<file path="src/bimm_pkg.sv">
// ----------------------------------------------------------------------------
// bimm_pkg
// Shared widths, codes and controller/datapath interface types for the
// banded integer matrix multiplier.
// ----------------------------------------------------------------------------
package bimm_pkg;

  localparam int MAX_DIM_DEF = 32;   // default largest matrix dimension
  localparam int RESULT_CAP  = 32;   // most results one row request may return

  localparam int IDX_W     = 5;      // row and column index fields
  localparam int VAL_W     = 32;     // element and product values
  localparam int CFG_W     = 6;      // widest configuration register
  localparam int CFG_IDX_W = 3;
  localparam int FUNC_W    = 2;
  localparam int IN_DATA_W  = 48;    // row, col, value (42 bits) padded to bytes
  localparam int OUT_DATA_W = 48;

  // Function codes carried on the input tuser.
  localparam logic [FUNC_W-1:0] FUNC_LOAD_LEFT  = 2'd0;
  localparam logic [FUNC_W-1:0] FUNC_LOAD_RIGHT = 2'd1;
  localparam logic [FUNC_W-1:0] FUNC_ROW        = 2'd2;

  // Configuration register indices.
  localparam logic [CFG_IDX_W-1:0] CFG_RESULT_ROWS = 3'd0;
  localparam logic [CFG_IDX_W-1:0] CFG_RESULT_COLS = 3'd1;
  localparam logic [CFG_IDX_W-1:0] CFG_INNER_SIZE  = 3'd2;
  localparam logic [CFG_IDX_W-1:0] CFG_PART_COUNT  = 3'd3;
  localparam logic [CFG_IDX_W-1:0] CFG_PART_INDEX  = 3'd4;

  // Commands from the controller to the datapath.
  typedef struct packed {
    logic wr_left;     // store the accepted element in the left matrix
    logic wr_right;    // store the accepted element in the right matrix
    logic latch_row;   // capture the requested row and start the band division
    logic div_step;    // one restoring division step
    logic band_calc;   // register the in-band decision
    logic emit_oob;    // load the out-of-band result
    logic issue;       // read one left/right pair for the current column
    logic first;       // first inner step of a column
    logic last;        // final inner step of a column
    logic last_col;    // current column is the final one of the row
  } cmd_t;

  // Status from the datapath to the controller.
  typedef struct packed {
    logic in_band;     // requested row lies in this worker's band
    logic col_done;    // a column's dot product is being loaded into the output register
    logic out_busy;    // output register holds a result not yet taken
  } status_t;

endpackage

</file>
<file path="src/bimm_ctrl.sv">
// ----------------------------------------------------------------------------
// bimm_ctrl
// Sequencer: takes input transfers, runs the band division and walks the
// columns and inner steps of a product row.
// ----------------------------------------------------------------------------
module bimm_ctrl
  import bimm_pkg::*;
#(
  parameter int MAX_DIM = MAX_DIM_DEF,
  parameter int RW      = $clog2(MAX_DIM + 1),
  parameter int KW      = $clog2(MAX_DIM)
) (
  input  logic              clk_i,
  input  logic              rst_ni,
  input  logic              in_valid_i,
  input  logic [FUNC_W-1:0] func_i,
  output logic              in_ready_o,
  input  logic [RW-1:0]     inner_i,
  input  logic [RW-1:0]     cols_i,
  input  status_t           status_i,
  output cmd_t              cmd_o,
  output logic [KW-1:0]     k_o,
  output logic [KW-1:0]     j_o
);

  localparam int DCW = $clog2(RW + 1);

  typedef enum logic [2:0] {
    ST_IDLE, ST_DIV, ST_BAND, ST_CHECK, ST_WAIT, ST_ISSUE, ST_DRAIN
  } state_e;

  state_e         state_q;
  logic [DCW-1:0] div_cnt_q;
  logic [KW-1:0]  k_q, j_q;
  logic           accept;
  logic           k_last, j_last;

  assign in_ready_o = (state_q == ST_IDLE);
  assign accept     = in_valid_i & in_ready_o;
  assign k_last     = (RW'(k_q) == inner_i - RW'(1));
  assign j_last     = (RW'(j_q) == cols_i - RW'(1));

  always_comb begin
    cmd_o           = '0;
    cmd_o.wr_left   = accept & (func_i == FUNC_LOAD_LEFT);
    cmd_o.wr_right  = accept & (func_i == FUNC_LOAD_RIGHT);
    cmd_o.latch_row = accept & (func_i == FUNC_ROW);
    cmd_o.div_step  = (state_q == ST_DIV);
    cmd_o.band_calc = (state_q == ST_BAND);
    cmd_o.emit_oob  = (state_q == ST_CHECK) & ~status_i.in_band & ~status_i.out_busy;
    cmd_o.issue     = (state_q == ST_ISSUE);
    cmd_o.first     = (k_q == '0);
    cmd_o.last      = k_last;
    cmd_o.last_col  = j_last;
  end

  assign k_o = k_q;
  assign j_o = j_q;

  always_ff @(posedge clk_i or negedge rst_ni) begin
    if (!rst_ni) begin
      state_q   <= ST_IDLE;
      div_cnt_q <= '0;
      k_q       <= '0;
      j_q       <= '0;
    end else begin
      case (state_q)
        ST_IDLE: begin
          if (accept && func_i == FUNC_ROW) begin
            div_cnt_q <= '0;
            state_q   <= ST_DIV;
          end
        end
        ST_DIV: begin
          div_cnt_q <= div_cnt_q + DCW'(1);
          if (div_cnt_q == DCW'(RW - 1)) state_q <= ST_BAND;
        end
        ST_BAND: state_q <= ST_CHECK;
        ST_CHECK: begin
          if (!status_i.in_band) begin
            if (!status_i.out_busy) state_q <= ST_IDLE;
          end else begin
            j_q     <= '0;
            state_q <= ST_WAIT;
          end
        end
        ST_WAIT: begin
          if (!status_i.out_busy) begin
            k_q     <= '0;
            state_q <= ST_ISSUE;
          end
        end
        ST_ISSUE: begin
          k_q <= k_q + KW'(1);
          if (k_last) state_q <= ST_DRAIN;
        end
        ST_DRAIN: begin
          if (status_i.col_done) begin
            if (j_last) begin
              state_q <= ST_IDLE;
            end else begin
              j_q     <= j_q + KW'(1);
              state_q <= ST_WAIT;
            end
          end
        end
        default: state_q <= ST_IDLE;
      endcase
    end
  end

endmodule

</file>
<file path="config.mk">
export PLATFORM = sky130hd
export DESIGN_NAME = bimm_ctrl
export DESIGN_NICKNAME = d
export VERILOG_FILES = /design/src/bimm_pkg.sv /design/src/bimm_ctrl.sv
export SDC_FILE = /design/constraint.sdc
export NUM_CORES = 1
export LEC_CHECK = 0
export BUFFER_PORTS_ARGS = -buffer_cell sky130_fd_sc_hd__buf_2
export CAP_MARGIN = 0
export CORE_AREA = 2 2 48 61
export CTS_BUF_LIST = sky130_fd_sc_hd__clkbuf_8
export DETAILED_ROUTE_END_ITERATION = 10
export DIE_AREA = 0 0 50 63
export PLACE_DENSITY_LB_ADDON = 0.15
export SKIP_CTS_REPAIR_TIMING = 1
export SYNTH_ARGS = -nofsm -noshare
export SYNTH_HDL_FRONTEND = slang
export SYNTH_SLANG_ARGS = --single-unit
</file>
<file path="constraint.sdc">
create_clock -name clk_i -period 4.4 [get_ports clk_i]
set_input_delay 0.22 -clock clk_i [delete_from_list [all_inputs] [get_ports clk_i]]
set_output_delay 0.22 -clock clk_i [all_outputs]
set_load 0.005 [all_outputs]
</file>
## Yosys cells after proc, flatten, opt, wreduce, memory -nomap -nowiden

Index checks and enable logic that the tools add are counted.

- $add $sub $neg: 5
- Eq/ne operators: 19
- Muxes and demuxes: 17
- Bitwise gates (word level): 8
- Reductions and logical operators: 11

Operator list:

| operator | number |
|---|---|
| 3-bit two-way mux | 9 |
| 3-bit one-hot mux with 7 select lines | 1 |
| 5-bit two-way mux | 4 |
| 5-bit one-hot mux with 2 select lines | 2 |
| 3-bit == test, second input constant | 4 |
| 5-bit by 6-bit == test with 1-bit output | 2 |
| 6-bit by 1-bit subtractor with 6-bit output, second input constant | 2 |
| 5-bit by 1-bit adder with 5-bit output, second input constant | 2 |
| 2-bit inequality test, second input constant | 4 |
| 1-bit AND | 6 |
| 3-bit by 2-bit == test with 1-bit output, second input constant | 2 |
| 2-bit by 1-bit inequality test with 1-bit output, second input constant | 3 |
| 3-bit one-hot mux with 2 select lines | 1 |
| 6-bit AND reduction | 1 |
| 2-bit nonzero test | 3 |
| 5-bit zero test | 1 |
| 2-bit AND reduction | 2 |
| 4-bit AND reduction | 1 |
| 3-bit by 1-bit adder with 3-bit output, second input constant | 1 |
| 3-bit by 1-bit == test with 1-bit output, second input constant | 1 |
| 3-bit zero test | 1 |
| 3-bit inequality test, second input constant | 1 |
| 2-bit by 1-bit == test with 1-bit output, second input constant | 1 |
| 2-bit == test, second input constant | 1 |
| other kinds (3) | 4 |

- Register bits after elaboration: 16
- Input bits: 20
- Output and inout bits: 21
- Word-level logic and storage cells: 64

## Depth between registers and ports, before layout

- Depth in word-level cells: 5
- Depth in mapped cells: 8

## Worst setup path before layout

Ideal clock, no wire load.

- Kind: input to register
- Start point: input port cols_i[0]
- End point: register j_q[1], in the netlist j_o[1]
- Library setup time: 125 ps
- Arrival: 1,632 ps
- Slack: 2,643 ps
- Stages: 7
- Path buffers: 0
- Cells stage by stage: inv_1 ha_1 xnor2_1 nor4_4 o211ai_4 and3_4 mux2_4

- Word-level cells in the longest chain between the ends: 4

Ends and longest elaborated chain:

| element | line | source |
|---|---|---|
| start, declared | bimm_ctrl.sv:19 | `input logic [RW-1:0] cols_i,` |
| 6-bit by 1-bit subtractor with 6-bit output | bimm_ctrl.sv:41 | `assign j_last = (RW'(j_q) == cols_i - RW'(1));` |
| 5-bit by 6-bit == test with 1-bit output | bimm_ctrl.sv:41 |  |
| 2-bit inequality test (no source line) | - |  |
| 4-bit AND reduction (no source line) | - |  |
| end signal, assigned | bimm_ctrl.sv:102 | `j_q <= j_q + KW'(1);` |
| end, declared | bimm_ctrl.sv:34 | `logic [KW-1:0] k_q, j_q;` |

Every way passes these cells.
A chain may end at the register's enable or synchronous reset.

==> results_dict.tcl <==
set metrics [dict create \
    status "finished clean" \
    dp_hpwl_um 2320 \
    startpoint_type "flop" \
    peakVddDrop_v 0.000321 \
    reg2reg_setup_slack_ns 2.47 \
    htree_levels 1 \
    antenna_found_initial 0 \
    worstPathArrival_ns 1.81 \
    drc 0 \
    cp_max_fo 6 \
    gp_congestion 0.775 \
    crit_type "reg2out" \
    fillers 230 \
    synth_xor_area_share_pct 10.4 \
    register_area_um2 400 \
    min_from "status_i[1]" \
    syn_area_per_cell_um2 8.92 \
    design.die.area_um2 3150 \
    synth_compound_area_share_pct 16.8 \
    fin_util_pct 62.2 \
    grt_start_max_net_pins 17 \
    whs_endpoint "j_o[3]" \
    finalSetupTns_ns 0 \
    yosys.area_share.simple_pct 27.0 \
    start_util_pct 51.8 \
    dr.pass1.iters 4 \
    cts_made_buffers 3 \
    num_rows 21 \
    worst_slack_ns 2.37 \
    final_common_cell "buf_2" \
    maxSlewViolCount 0 \
    fin_crit_sh_pct 46.1 \
    period_minus_slack_ns 2.03 \
    syn_nets 178 \
    cts_root_buf "clkbuf_8" \
    cts_tree "done" \
    synth_top_family_by_area "simple AND/OR/NAND/NOR gates" \
    max_freq_ghz 0.493 \
    routed_via_density 5.53 \
    wire_per_inst_um 13.3 \
    insertion_delay_ns 0.25 \
    die_h_um 63 \
    max-cap-violations 0 \
    worst_ep_required_time_ns 4.18 \
    yosys_warnings 0 \
    whs_path_depth 3 \
    slew_headroom_pct 60.2 \
    grt_overflow 0 \
    cts_buffer_depth 2 \
    hp-class "in2reg" \
    synth_mux_area_share_pct 2.70 \
    r2r-end "state_q[1]" \
    setup_viol 0 \
    grt_pass1_wl_um 5290 \
    synthAdderAreaFrac_pct 6.51 \
    synth_edf_count 0 \
    p_leak_uw 0.000794 \
    final_nets 219 \
    synthDistinctLibCells 49 \
    grt_pass1_vias 1236 \
    finalHoldViolations 0 \
    postSynthCellCount 151 \
    core_um2 2600 \
    dieWidth_um 50 \
    wl_um 2980 \
    r2r_start "state_q[0]" \
    crit_path_end_kind "primary output" \
    syn_to_final_growth_pct 20.3 \
    portBuffers 40 \
    io_pins 41 \
    drtAntennaViolNets 0 \
    async_flop_share_pct 100 \
    rsz0062_at_grt "false" \
    grtUsageTotal_pct 21.4 \
    drt_iter0_markers 24 \
    layout.cells.most_common_list "buf_2, dfrtp_1, inv_1" \
    cts.reportedPaths.clkPinSlew_ns 0.07 \
    ys_ff_latch 16 \
    ff2ff_path_depth 8 \
    preCtsSetupSlack_ns 2.42 \
    multiInputGateArea_um2 855 \
    drive_above_1_share_pct 30.4 \
    worst_slew_pin_slew_ns 0.591 \
    seq_area_frac_synth_pct 29.7 \
    ys.flop_type "dfrtp_1" \
    num_vias 1245 \
    skew_ns 0.00473 \
    holdWs_ns 0.318 \
    clock-sinks 16 \
    power-per-cell-area_nw_per_um2 518 \
    diodes 0 \
    netlist_area_um2 1350 \
]
==> metrics by stage <==
step           instances  cell area, µm²  total power, µW
2_1_floorplan        151            1350              588
3_3_place_gp         220            1550              691
3_5_place_dp         220            1550              707
4_1_cts              224            1610              843
5_1_grt              225            1620              924
6_report             225            1620              839
==> layer usage <==
metal,track usage [%],part of all wire [%],vias to the layer above
li1,-,-,618
met1,24.9,42,592
met2,38.0,53,31
met3,3.11,4.1,4
met4,9.03,1.1,0
met5,0,0,-
==> layout make-up <==
cell class | count | share of cell area, %
Multi-Input combinational cell | 115 | 52.8
Sequential cell | 16 | 24.7
Clock buffer | 4 | 3.40
Timing Repair Buffer | 41 | 13.0
Inverter | 15 | 3.48
Tap cell | 34 | 2.63
==> registers in the layout (all words and copies together) (netlist names) <==
name,count
div_cnt_q,3
k_o,5
state_q,3
j_o,5
==> where the power goes <==
part | switching [µW] | internal (µW) | total (µW)
Clock | 54.3 | 79.5 | 134
Sequential | 101 | 205 | 306
Combinational | 198 | 202 | 399
==> critical path, stage by stage, from the launching register on <==
cell and delay (ns):
dfrtp_1 0.47, xnor2_1 0.25, o211ai_1 0.13, nor4_1 0.50, buf_2 0.20
==> cells by family (layout without fill, tap and decap cells) <==
kind of cell | Yosys count | in the layout
simple gates | 62 | 62
compound gates | 27 | 27
buf+inv | 20 | 60
xor+xnor | 16 | 16
flops | 16 | 16
fa+ha+maj | 7 | 7
mux | 3 | 3
==> worst max path at each step <==
stage	startpoint	slack, ns	cells past startpoint	endpoint
2_1_floorplan	cols_i[0]	2.64	7	j_o[1]
3_3_place_gp	cols_i[0]	2.49	8	j_o[1]
5_1_grt	k_o[4]	2.24	4	cmd_o[1]
4_1_cts	k_o[4]	2.34	4	cmd_o[1]
3_5_place_dp	cols_i[0]	2.42	8	j_o[1]
6_report	k_o[3]	2.37	4	cmd_o[1]
==> synth_stat cells, drive strengths merged, types with 2 or more instances <==
cell | count | share of area [%]
nand2 | 13 | 3.6
xor2 | 7 | 4.6
nor3 | 7 | 3.0
or3 | 2 | 1.3
xnor2 | 9 | 5.9
o211ai | 4 | 3.3
a21oi | 2 | 0.74
inv | 15 | 4.2
nor2 | 10 | 2.8
and3 | 3 | 2.0
a221o | 2 | 1.5
a22o | 3 | 2.0
nor4 | 3 | 2.5
mux2 | 2 | 2.0
o21ai | 7 | 2.6
nand3b | 3 | 1.7
nor2b | 4 | 1.9
buf | 4 | 2.3
nand2b | 3 | 1.4
ha | 7 | 6.5
nand3 | 7 | 2.6
dfrtp | 16 | 30
(Power assumes the default switching activity.)
